==> config.mk <==
export PLATFORM = sky130hd
export DESIGN_NAME = pvp_outbuf
export DESIGN_NICKNAME = d
export VERILOG_FILES = /design/src/rtl/core/pvp_pkg.sv /design/src/rtl/core/pvp_outbuf.sv
export SDC_FILE = /design/constraint.sdc
export NUM_CORES = 1
export LEC_CHECK = 0
export BUFFER_PORTS_ARGS = -buffer_cell sky130_fd_sc_hd__buf_2
export CORE_MARGIN = 5
export CORE_UTILIZATION = 35
export CTS_CLUSTER_SIZE = 10
export DETAILED_ROUTE_END_ITERATION = 6
export GPL_ROUTABILITY_DRIVEN = 0
export PLACE_DENSITY = 0.61
export SLEW_MARGIN = 10
export SYNTH_ARGS = -nofsm -noshare
export SYNTH_HDL_FRONTEND = slang
export SYNTH_SLANG_ARGS = --single-unit
==> constraint.sdc <==
create_clock -name clk -period 9.2 [get_ports clk]
set_input_delay 0.46 -clock clk [delete_from_list [all_inputs] [get_ports clk]]
set_output_delay 0.46 -clock clk [all_outputs]
set_load 0.01 [all_outputs]
==> src/rtl/core/pvp_pkg.sv <==
package pvp_pkg;

	// field and datapath widths
	localparam int COORD_W   = 32;
	localparam int PROD_W    = 64;
	localparam int MAG_W     = 63;
	localparam int DIVISOR_W = 32;
	localparam int DIV_STEPS = MAG_W;
	localparam int SIZE_W    = 13;
	localparam int SUM_W     = MAG_W + 2;
	localparam int T_W       = 42;
	localparam int VP_W      = T_W + SIZE_W + 1;

	// fixed-point constants
	localparam logic signed [COORD_W-1:0] ONE_Q16        = 32'sd65536;
	localparam logic [DIVISOR_W-1:0]      NO_DIV_DIVISOR = 32'd65536;
	localparam logic signed [T_W-1:0]     T_MAX          = 42'sd1099511627776;
	localparam logic signed [T_W-1:0]     T_MIN          = -42'sd1099511627776;
	localparam logic signed [COORD_W-1:0] SAT_MAX        = 32'sh7fffffff;
	localparam logic signed [COORD_W-1:0] SAT_MIN        = 32'sh80000000;

	// register reset values
	localparam logic signed [COORD_W-1:0] SCALE_RESET  = 32'sd65536;
	localparam logic [SIZE_W-1:0]         WIDTH_RESET  = 13'd640;
	localparam logic [SIZE_W-1:0]         HEIGHT_RESET = 13'd480;

	// register indexes
	typedef enum logic [1:0] {
		CFG_X_SCALE     = 2'd0,
		CFG_Y_SCALE     = 2'd1,
		CFG_VIEW_WIDTH  = 2'd2,
		CFG_VIEW_HEIGHT = 2'd3
	} cfg_idx_t;

	// input beat
	typedef struct packed {
		logic signed [COORD_W-1:0] vert_x;
		logic signed [COORD_W-1:0] vert_y;
		logic signed [COORD_W-1:0] vert_z;
	} vertex_t;

	// output beat
	typedef struct packed {
		logic signed [COORD_W-1:0] screen_x;
		logic signed [COORD_W-1:0] screen_y;
		logic                      depth_zero;
	} screen_t;

	// divider operands, magnitudes with quotient signs
	typedef struct packed {
		logic [MAG_W-1:0]     mag_x;
		logic [MAG_W-1:0]     mag_y;
		logic [DIVISOR_W-1:0] divisor;
		logic                 neg_x;
		logic                 neg_y;
		logic                 depth_zero;
	} scaled_t;

	// divider results
	typedef struct packed {
		logic [MAG_W-1:0] mag_x;
		logic [MAG_W-1:0] mag_y;
		logic             neg_x;
		logic             neg_y;
		logic             depth_zero;
	} quot_t;

endpackage

==> src/rtl/core/pvp_outbuf.sv <==
module pvp_outbuf (
	input  logic             clk,
	input  logic             arst_n,
	input  logic             res_valid,
	input  pvp_pkg::screen_t res_data,
	output logic             adv,
	output logic             out_valid,
	input  logic             out_stall,
	output pvp_pkg::screen_t out_data
);
	import pvp_pkg::*;

	logic    out_valid_q;
	logic    skid_valid_q;
	screen_t out_q;
	screen_t skid_q;

	// pipeline moves whenever the skid slot is free
	assign adv       = !skid_valid_q;
	assign out_valid = out_valid_q;
	assign out_data  = out_q;

	// output and skid occupancy
	always_ff @(posedge clk or negedge arst_n) begin
		if (!arst_n) begin
			out_valid_q  <= 1'b0;
			skid_valid_q <= 1'b0;
		end else if (skid_valid_q) begin
			if (!out_stall) begin
				skid_valid_q <= 1'b0;
			end
		end else if (!out_valid_q || !out_stall) begin
			out_valid_q <= res_valid;
		end else if (res_valid) begin
			skid_valid_q <= 1'b1;
		end
	end

	// output and skid data
	always_ff @(posedge clk) begin
		if (skid_valid_q) begin
			if (!out_stall) begin
				out_q <= skid_q;
			end
		end else if (!out_valid_q || !out_stall) begin
			out_q <= res_data;
		end else if (res_valid) begin
			skid_q <= res_data;
		end
	end

	// a filled skid slot always sits behind a waiting output beat
	a_skid_behind_out: assert property (@(posedge clk) disable iff (!arst_n)
		skid_valid_q |-> out_valid_q)
		else $error("skid holds a beat while output is empty");

	// a skid beat waits as long as the output is stalled
	a_skid_holds: assert property (@(posedge clk) disable iff (!arst_n)
		skid_valid_q && out_stall |=> skid_valid_q && $stable(skid_q))
		else $error("skid beat lost during stall");

	// a drained skid beat becomes the next output beat
	a_skid_drains: assert property (@(posedge clk) disable iff (!arst_n)
		skid_valid_q && !out_stall |=> !skid_valid_q && out_valid_q && out_q == $past(skid_q))
		else $error("skid beat not moved to output");

endmodule

Word-level counts from Yosys, hierarchy flattened. Cells that the tools add are included.

Bits in registers: 132. Output and inout port bits: 67. Word-level logic and storage cells: 26. Bits of input ports: 69.

Bitwise gates (word level): 2. Equality and inequality tests: 1. Multiplexer cells: 7. Reductions and logical operators: 8.

Operators by type and width (number): $mux 65 (3); $mux 1 (4); $reduce_and 2->1 (2); $logic_not 1->1 (3); $reduce_and 3->1 (1); $ne 2x2->1 const B (1); $not 1->1 (2); $reduce_bool 2->1 (1); $logic_or 1x1->1 (1).

Depth between registers and ports, before layout.
Depth after elaboration: 4. Mapped depth: 4. Mapped depth without buffers: 2.

Least setup slack after synthesis. No wires, ideal clock.

Path type: reg-to-reg. Start point: reg skid_valid_q. End point: reg out_q (netlist bit out_data[0]) (enable). Stages on the path, launching flop included: 4. Slack: 3.373 ns. Buffers on the path: 2. Data arrival time: 5.249 ns. Cell sequence: dfrtp_1 > buf_6 > buf_6 > o21ai_0.

Cells in the longest elaborated chain, start to end: 2.

RTL lines: start: declaration (RTL line pvp_outbuf.sv:14) `logic skid_valid_q;`; start signal: assignment (RTL line pvp_outbuf.sv:27) `skid_valid_q <= 1'b0;`; start signal: assignment (RTL line pvp_outbuf.sv:30) `skid_valid_q <= 1'b0;`; start signal: assignment (RTL line pvp_outbuf.sv:35) `skid_valid_q <= 1'b1;`; $ne 2x2->1 (no line) / $reduce_bool 2->1 (equally long branches); $reduce_and 2->1 (no line) (*); end signal: assignment (RTL line pvp_outbuf.sv:43) `out_q <= skid_q;`; end signal: assignment (RTL line pvp_outbuf.sv:46) `out_q <= res_data;`; end: declaration (RTL line pvp_outbuf.sv:15) `screen_t out_q;`.

Mark *: on every way between the ends. The rest lies on a longest branch, timed or not. A chain may end at the register's enable or synchronous reset.

Worst setup path in the final report.
Start point: reg skid_valid_q. End point: out adv.

Cells in the longest elaborated chain, start to end: 1.

RTL lines: $logic_not 1->1 (RTL line pvp_outbuf.sv:19) `assign adv = !skid_valid_q;`; end: declaration (RTL line pvp_outbuf.sv:6) `output logic adv,`.

No other way between the ends.

==> metrics.cfg <==
[outcome]
status=complete, no violations

[finish]
num_antenna_cells=0
nNetsFinal=434
instances_no_fill=562
area_growth_pct=27.2
mostFrequentLayoutCells=buf_2, edfxtp_1, mux2_4
final_util_pct=45.1
final_common_cell=buf_2
finish.instance_area_um2=6500
drive_gt1_share_pct=63.0

[route]
ant_nets=0
finalWirelength_um=8850
via_per_inst=4.28
drc=0
drtIter0Drc=101
route.vias.total=2405
drt_pass1_iterations=4
avgRoutedWirePerCell_um=15.7

[timing]
slew_violations=0
fin_crit_sh_pct=29.1
min_period_ns=2.67
worst_pin_slew_ns=0.852
clock_skew_ns=0.00798
holdWs_ns=0.243
hold_viol=0
fin_ws_ns=6.53
fmax_mhz=374
slew_headroom_pct=43.2
setup_viol=0
finalSetupTns_ns=0
rsz0062_at_grt=false

[global_route]
antenna_found_initial=0
grt_overflow_total=0
grt_pass1_vias=2502
grt_pass1_wl_um=13300
grt_max_degree=66
grt_usage_pct=10.7

[synth]
synth_nets=283
yosys-top-cells-area=edfxtp_1, mux2_4, buf_12
synth_top_area_share_pct=76.4
syn-cell-area_um2=5110
ys_ff_latch=132
ys_seq_area_share_pct=77.4
synth_top_area_cell=edfxtp_1
synth-compound-area-share_pct=0.392
syn_inst=214
syn_area_per_cell_um2=23.9
synth_xor_area_share_pct=0
synth_fa_ha_area_share_pct=0
synth_top_family_by_area=multiplexers
yosysUniqueCellTypes=12
yosys.area_share.simple_pct=0.294
muxShareOfSynthArea_pct=19.0
yosysWarnings=0

[place]
dp_hpwl_um=5970
port_buffers=135
dp_cells=529
place_area_um2=5920
pre_cts_slack_ns=6.65

[clocking]
cts.sinks=132
cts_tree=yes
cts_buffers=17
clk_latency_ns=0.41
cts-root-buf=clkbuf_16
cts_resized=0
cts_buffer_depth=2
htreeDepth=4
cts_hold_buf=1
postCtsSetupRepairBufs=0
clk_pin_slew_ns=0.06

[setup_path]
end_kind=output pin
worstPathArrival_ns=2.21
path_buf_inv=3
slowest_delay_ns=0.77
cp_cell_sequence=buf_4, inv_1, buf_2
cp_max_fo=44
cp.required_ns=8.74
worstSetupStartpointType=flip-flop
cp_top_family=buffers and inverters
cp_slowest_cell=dfrtp_4
path_class=reg -> out

[floorplan]
die_w_um=131
rows=44
start_util_pct=35.4
core_um2=14400
fp.dieArea_um2=17100
die_h_um=131
ios=136

[power]
power_mw=1.53
ir_worst_vdd_uv=113
cellPowerDensity_nw_per_um2=236
power.leakage_nw=2.60

[run]
drv_cap=0

[worst_hold_path]
holdCritPathClass=in -> reg

-- per-layer routing --
layer / GRT usage [%] / vias to the layer above / share of wire, %
met3: 4.59 / 13 / 8.1
li1: - / 1152 / -
met2: 16.2 / 89 / 48
met1: 13.2 / 1151 / 42
met5: 0 / - / 0
met4: 5.08 / 0 / 1.6
-- where the power goes --
part	switching (mW)	internal [mW]	total (mW)
clock network	0.241	0.394	0.635
logic	0.0747	0.0804	0.155
registers	0.0194	0.724	0.743
total	0.335	1.20	1.53
-- final timing paths --
kind | startpoint | to | slack [ns] | cells past startpoint
setup / recovery | skid_valid_q | adv | 6.53 | 3
hold / removal | res_data[41] | skid_q[41] | 0.24 | 1
setup reg to reg | skid_valid_q | out_data[39] | 6.68 | 3
hold reg to reg | skid_q[49] | out_data[49] | 0.54 | 1
max in group asynchronous | arst_n | skid_valid_q | 8.74 | 2
min in group asynchronous | arst_n | skid_valid_q | 0.36 | 2
-- cells by family (layout without fill, tap and decap cells) --
family          count (synthesis)  in the layout
flops                         132            132
mux                            65             65
buf+inv                        10            174
compound gates                  4              4
simple gates                    3              3
-- synthesized netlist by cell type --
master / count
a21oi_1: 1
buf_12: 6
buf_6: 2
dfrtp_1: 2
edfxtp_1: 130
inv_1: 2
mux2_2: 1
mux2_4: 64
nand2_1: 1
nor2b_1: 1
nor3_1: 1
o21ai_0: 3
-- area by class of cell --
cell class                      instances  area (um2)
Multi-Input combinational cell         72        1020
Sequential cell                       132        3960
Fill cell                            1305        7920
Tap cell                              184         230
Inverter                                2        7.51
Timing Repair Buffer                  140         716
Clock buffer                           17         425
Clock inverter                         15         141
-- state kept, by name, indices dropped and copies added (netlist names) --
| name | cells |
|---|---|
| out_valid | 1 |
| out_data | 65 |
| skid_q | 65 |
| skid_valid_q | 1 |
Note: power is estimated with default switching activity, not from simulation.
