`config.mk`:
```
export PLATFORM = sky130hd
export DESIGN_NAME = pvp_viewport
export DESIGN_NICKNAME = d
export VERILOG_FILES = /design/src/rtl/core/pvp_pkg.sv /design/src/rtl/core/pvp_viewport.sv
export SDC_FILE = /design/constraint.sdc
export NUM_CORES = 2
export LEC_CHECK = 0
export BUFFER_PORTS_ARGS = -buffer_cell sky130_fd_sc_hd__buf_2
export CAP_MARGIN = 15
export CORE_ASPECT_RATIO = 1.4
export CORE_UTILIZATION = 55
export DETAILED_ROUTE_END_ITERATION = 8
export GPL_TIMING_DRIVEN = 0
export PLACE_DENSITY = 0.72
export SLEW_MARGIN = 20
export SYNTH_ARGS = -nofsm -noshare
export SYNTH_HDL_FRONTEND = slang
export SYNTH_SLANG_ARGS = --single-unit
export TNS_END_PERCENT = 50
```
`constraint.sdc`:
```
create_clock -name clk -period 13.84 [get_ports clk]
set_clock_uncertainty 0.15 [all_clocks]
set_input_delay 0.692 -clock clk [delete_from_list [all_inputs] [get_ports clk]]
set_output_delay 0.692 -clock clk [all_outputs]
set_load 0.05 [all_outputs]
```
`src/rtl/core/pvp_pkg.sv`:
```
package pvp_pkg;

	// field and datapath widths
	localparam int COORD_W   = 32;
	localparam int PROD_W    = 64;
	localparam int MAG_W     = 63;
	localparam int DIVISOR_W = 32;
	localparam int DIV_STEPS = MAG_W;
	localparam int SIZE_W    = 13;
	localparam int SUM_W     = MAG_W + 2;
	localparam int T_W       = 42;
	localparam int VP_W      = T_W + SIZE_W + 1;

	// fixed-point constants
	localparam logic signed [COORD_W-1:0] ONE_Q16        = 32'sd65536;
	localparam logic [DIVISOR_W-1:0]      NO_DIV_DIVISOR = 32'd65536;
	localparam logic signed [T_W-1:0]     T_MAX          = 42'sd1099511627776;
	localparam logic signed [T_W-1:0]     T_MIN          = -42'sd1099511627776;
	localparam logic signed [COORD_W-1:0] SAT_MAX        = 32'sh7fffffff;
	localparam logic signed [COORD_W-1:0] SAT_MIN        = 32'sh80000000;

	// register reset values
	localparam logic signed [COORD_W-1:0] SCALE_RESET  = 32'sd65536;
	localparam logic [SIZE_W-1:0]         WIDTH_RESET  = 13'd640;
	localparam logic [SIZE_W-1:0]         HEIGHT_RESET = 13'd480;

	// register indexes
	typedef enum logic [1:0] {
		CFG_X_SCALE     = 2'd0,
		CFG_Y_SCALE     = 2'd1,
		CFG_VIEW_WIDTH  = 2'd2,
		CFG_VIEW_HEIGHT = 2'd3
	} cfg_idx_t;

	// input beat
	typedef struct packed {
		logic signed [COORD_W-1:0] vert_x;
		logic signed [COORD_W-1:0] vert_y;
		logic signed [COORD_W-1:0] vert_z;
	} vertex_t;

	// output beat
	typedef struct packed {
		logic signed [COORD_W-1:0] screen_x;
		logic signed [COORD_W-1:0] screen_y;
		logic                      depth_zero;
	} screen_t;

	// divider operands, magnitudes with quotient signs
	typedef struct packed {
		logic [MAG_W-1:0]     mag_x;
		logic [MAG_W-1:0]     mag_y;
		logic [DIVISOR_W-1:0] divisor;
		logic                 neg_x;
		logic                 neg_y;
		logic                 depth_zero;
	} scaled_t;

	// divider results
	typedef struct packed {
		logic [MAG_W-1:0] mag_x;
		logic [MAG_W-1:0] mag_y;
		logic             neg_x;
		logic             neg_y;
		logic             depth_zero;
	} quot_t;

endpackage

```
`src/rtl/core/pvp_viewport.sv`:
```
module pvp_viewport (
	input  logic                        clk,
	input  logic                        arst_n,
	input  logic                        adv,
	input  logic                        in_valid,
	input  pvp_pkg::quot_t              in_data,
	input  logic [pvp_pkg::SIZE_W-1:0]  view_width,
	input  logic [pvp_pkg::SIZE_W-1:0]  view_height,
	output logic                        res_valid,
	output pvp_pkg::screen_t            res_data
);
	import pvp_pkg::*;

	// signed ndc value plus one, clamped
	function automatic logic signed [T_W-1:0] to_t(logic [MAG_W-1:0] mag, logic neg);
		logic signed [SUM_W-1:0] m;
		logic signed [SUM_W-1:0] s;
		m = $signed({{(SUM_W-MAG_W){1'b0}}, mag});
		s = ONE_Q16 + (neg ? -m : m);
		if (s > T_MAX) begin
			return T_MAX;
		end else if (s < T_MIN) begin
			return T_MIN;
		end
		return s[T_W-1:0];
	endfunction

	// halve with floor, then clamp to 32 bits
	function automatic logic signed [COORD_W-1:0] sat_half(logic signed [VP_W-1:0] prod);
		logic signed [VP_W-1:0] r;
		r = prod >>> 1;
		if (r > SAT_MAX) begin
			return SAT_MAX;
		end else if (r < SAT_MIN) begin
			return SAT_MIN;
		end
		return r[COORD_W-1:0];
	endfunction

	logic                    vld_s1;
	logic signed [T_W-1:0]   t_x_s1;
	logic signed [T_W-1:0]   t_y_s1;
	logic                    dz_s1;
	logic                    vld_s2;
	logic signed [VP_W-1:0]  prod_x_s2;
	logic signed [VP_W-1:0]  prod_y_s2;
	logic                    dz_s2;

	// stage 1: sign, offset and clamp
	always_ff @(posedge clk or negedge arst_n) begin
		if (!arst_n) begin
			vld_s1 <= 1'b0;
			vld_s2 <= 1'b0;
		end else if (adv) begin
			vld_s1 <= in_valid;
			vld_s2 <= vld_s1;
		end
	end

	always_ff @(posedge clk) begin
		if (adv) begin
			t_x_s1 <= to_t(in_data.mag_x, in_data.neg_x);
			t_y_s1 <= to_t(in_data.mag_y, in_data.neg_y);
			dz_s1  <= in_data.depth_zero;
		end
	end

	// stage 2: scale by viewport size
	always_ff @(posedge clk) begin
		if (adv) begin
			prod_x_s2 <= t_x_s1 * $signed({1'b0, view_width});
			prod_y_s2 <= t_y_s1 * $signed({1'b0, view_height});
			dz_s2     <= dz_s1;
		end
	end

	// final result, registered in the output buffer
	assign res_valid           = vld_s2;
	assign res_data.screen_x   = sat_half(prod_x_s2);
	assign res_data.screen_y   = sat_half(prod_y_s2);
	assign res_data.depth_zero = dz_s2;

endmodule

```
; After elaboration in Yosys (flattened, before gate mapping)
; Cells that the tools add are included.
[op_classes]
muxes = 24
magnitude_cmp = 8
n_addsub = 4
n_mul = 2
[ops]
columns = operator, n
row1 = 42-bit 2-to-1 mux, 6
row2 = 32-bit 2-to-1 mux, 6
row3 = "18-bit by 65-bit adder with 65-bit output, first input constant", 2
row4 = "65-bit by 42-bit > comparator with 1-bit output, second input constant", 2
row5 = "65-bit by 41-bit less-than comparator with 1-bit output, second input constant", 2
row6 = 65-bit 2-to-1 mux, 2
row7 = 63-bit negation with 65-bit output, 2
row8 = 42-bit by 14-bit multiplier with 56-bit output, 2
row9 = "55-bit by 32-bit > comparator with 1-bit output, second input constant", 2
row10 = "55-bit by 32-bit less-than comparator with 1-bit output, second input constant", 2
row11 = 1-bit 2-to-1 mux, 10
[word_totals]
output_inout_bits = 66
inputBits = 159
regBits = 200
elab_cells = 46

; Logic depth before layout (Yosys ltp)
[depth]
depth_word = 8
mapped_depth = 29
depth_no_buf = 27

; Worst setup path after synthesis
; No wires, ideal clock.
[synth_path]
kind = input to register
startpoint = input port view_height[7] (netlist bit)
endpoint = register prod_y_s2[48], data pin
cell_stages = 26
arrival_ns = 7.557
setup_ns = 0.260
path_slack_ns = 5.873
required_ns = 13.430
path_buffers = 2
cell_sequence = clkbuf_1 clkbuf_1 nand2_1 fa_1 fa_1 inv_1 fa_1 fa_1 fa_1 inv_1 fa_1 inv_1 ha_1 a21o_1 a21o_1 a21o_1 a2111oi_0 o311ai_0 nand2_1 o31ai_1 o31a_1 o41ai_1 o21ai_0 a21o_1 a21oi_1 xnor2_1
[synth_via]
elab_chain_len = 1
[synth_lines]
columns = item, line_no
row1 = from (decl), pvp_viewport.sv:8  ; input logic [pvp_pkg::SIZE_W-1:0] view_height,
row2 = 42-bit by 14-bit multiplier with 56-bit output, pvp_viewport.sv:72  ; prod_y_s2 <= t_y_s1 * $signed({1'b0, view_height});
row3 = to (signal assigned), pvp_viewport.sv:72
row4 = to (decl), pvp_viewport.sv:46  ; logic signed [VP_W-1:0] prod_y_s2;
; No other way between the ends.
; A chain may end at the register's enable or synchronous reset.

; Worst setup path in the final report
[layout_path]
startpoint = input port view_height[7] (netlist bit)
endpoint = register prod_y_s2[52], data pin
; Same word-level chain as after synthesis.

==> results.toml <==
[worst_hold_path]
hold_depth = 1
hp-class = "in -> reg"
min_to = "dz_s1$_DFFE_PP_"
hold_start = "in_data[0]"

[global_routing]
grtUsageMet3 = 0.0832
gr-total-overflow = 0
use_met2 = 0.659
use_met1 = 0.400
grt_max_degree = 98
grt_pass1_vias = 46200
busiest_layer = "met2"
track_usage = 0.390
grt_first_pass_wirelength_mm = 275
antenna_found_initial = 37

[cts]
cts_tree = "yes"
clock-root-buffer = "clkbuf_16"
insertion_delay_ns = 0.55
cts_setup_buffers = 0
cts_buffers = 17
clockBufferDepth = 2
cts-htree-levels = 4
clkSinkCount = 198
cts.clk_slew.worst_paths_ns = 0.08

[drt]
wire_per_inst_um = 24.5
vias_per_cell = 5.97
ant_nets = 0
drtPass1Iterations = 6
vias = 44200
wl_mm = 182
first_iter_violations = 3624
drc = 0

[timing]
finalCritPeriodShare = 0.705
tightest_slew_ns = 1.13
slew_viol_final = 0
final.min_clock_period_ns = 9.76
setup_tns_ns = 0
grt_setup_unrepaired = "no"
max-slew-margin-rel = 0.247
finalHoldViolCount = 0
timing.fmax_mhz = 102
setup_viol = 0

[layout]
fin_util = 0.589
register_area_mm2 = 0.00594
layout-drive-gt1-share = 0.0541
multi_input_area_mm2 = 0.0408
syn_to_final_growth_pct = 6.15
final_cell_mix = "1105 x inv_1, 976 x fa_1, 898 x nand2_1"
layout_commonest_cell = "inv_1"
nFillCells = 8477
final_cells = 7403
final_nets = 7550

[place]
routabilityCongestion = 1.01
dp.cells = 7352
dp_hpwl_mm = 151
io_buffers = 189

[synth]
yosysWarningCount = 0
synth_area_leaders = "fa_1 38%, edfxtp_1 11%, inv_1 8.0%, nand2_1 6.5%, ha_1 6.2%"
synth_nets = 7338
synth_seq_cells = 198
synth-async-reset-ratio = 0.0101
synth_top_area_cell = "fa_1"
syn-mean-instance-area_um2 = 8.76
synth-edff-count = 196
synth.distinct_cells = 104
synth_area_mm2 = 0.0521
yosys_most_used_dff = "edfxtp_1"
synthCells = 5945
synth_seq_area_share = 0.114
synth_top_area_share = 0.375

[setup_path]
critPathLaunch = "view_height[7]"
worstPathMaxFanout = 10
r2r-start = "t_x_s1[4]$_SDFFCE_PP0P_"
worstPathArrival_ns = 9.95
slowest_delay_ns = 0.89
required_ns = 14.03
cp-end-kind = "flip-flop"
cp_slowest_cell = "clkbuf_1"
reg2reg_to = "prod_x_s2[55]$_DFFE_PP_"
reg2reg_setup_slack_ns = 4.43
worstSetupPathType = "in -> reg"
startpoint_type = "primary input"
cpMostUsedCell = "fa_1"
reg2reg_depth = 25

[floorplan]
die_w_um = 262
die_area_mm2 = 0.0960
io_pins = 225
rows = 133
die_y_um = 366
start_util = 0.555
fp.coreArea_mm2 = 0.0939

[outcome]
status = "completed"

[run]
drv_cap = 0
metrics by stage:
step           setup slack [ns]  cell area [um^2]  hold WS (ns)
6_report                   4.08             55300         0.178
5_1_grt                    3.66             55300         0.150
4_1_cts                    4.39             55200         0.138
3_5_place_dp               3.82             54700         0.276
3_3_place_gp               3.90             54600         0.252
2_1_floorplan              5.87             52100         0.246
state kept, by name, indices dropped and copies added (netlist names):
name / cells
t_y_s1: 42
res_valid: 1
vld_s1: 1
prod_y_s2: 55
t_x_s1: 42
dz_s2: 1
prod_x_s2: 55
dz_s1: 1
per-layer routing:
metal,vias to the layer above,share of wire
met5,-,0.00080
met4,20,0.11
met3,858,0.074
met2,2159,0.49
met1,22000,0.32
li1,19200,-
worst max-delay path, delay by kind of cell:
kind | cells | cell delay, ns
adder cells (fa/ha/maj) | 7 | 3.53
AO/OA/AOI/OAI | 8 | 2.56
buffers and inverters | 5 | 1.64
AND/OR/NAND/NOR | 5 | 1.25
XOR/XNOR | 1 | 0.26
Yosys cell counts (all sizes together) (55+ instances only):
cell / instances
nand3: 77
o31ai: 55
edfxtp: 196
xor2: 121
clkbuf: 285
and2: 514
a21oi: 132
o21ai: 128
inv: 1105
fa: 976
xnor2: 170
nor4: 78
nor3: 83
nand4: 74
nor2: 199
nand2: 898
ha: 258
worst max-delay path by stage:
| stage | endpoint | slack, ns |
|---|---|---|
| after floorplan | prod_y_s2[48]$_DFFE_PP_ | 5.87 |
| after global placement | prod_y_s2[52]$_DFFE_PP_ | 3.90 |
| after detailed placement | prod_y_s2[52]$_DFFE_PP_ | 3.82 |
| after CTS | prod_y_s2[52]$_DFFE_PP_ | 4.39 |
| after global routing | prod_y_s2[53]$_DFFE_PP_ | 3.66 |
| final | prod_y_s2[52]$_DFFE_PP_ | 4.08 |
cell families after synthesis:
kind of cell,share of synthesized area
AOI/OAI and AO/OA,0.0824
xor gates and xnor gates,0.0494
adders and majority gates,0.437
buffers and inverters,0.104
DFF,0.114
muxes,0.00343
and+or+nand+nor,0.210
area by class of cell:
type,instances,area share
Timing Repair Buffer,193,0.0187
Buffer,317,0.0227
Inverter,1105,0.0750
Antenna cell,19,0.000860
Clock buffer,17,0.00769
Multi-Input combinational cell,4325,0.738
Clock inverter,14,0.00258
Tap cell,1215,0.0275
Sequential cell,198,0.107
what timing repair did:
| item | 4_1_cts | 5_1_grt |
|---|---|---|
| endpoints found under the hold margin | 2 | 0 |
| hold buffers | 1 | 0 |
| gates resized for setup | 0 | 0 |
Power is not shown: default switching activity piles up to over one toggle a cycle in this logic, so the estimate is an artifact.
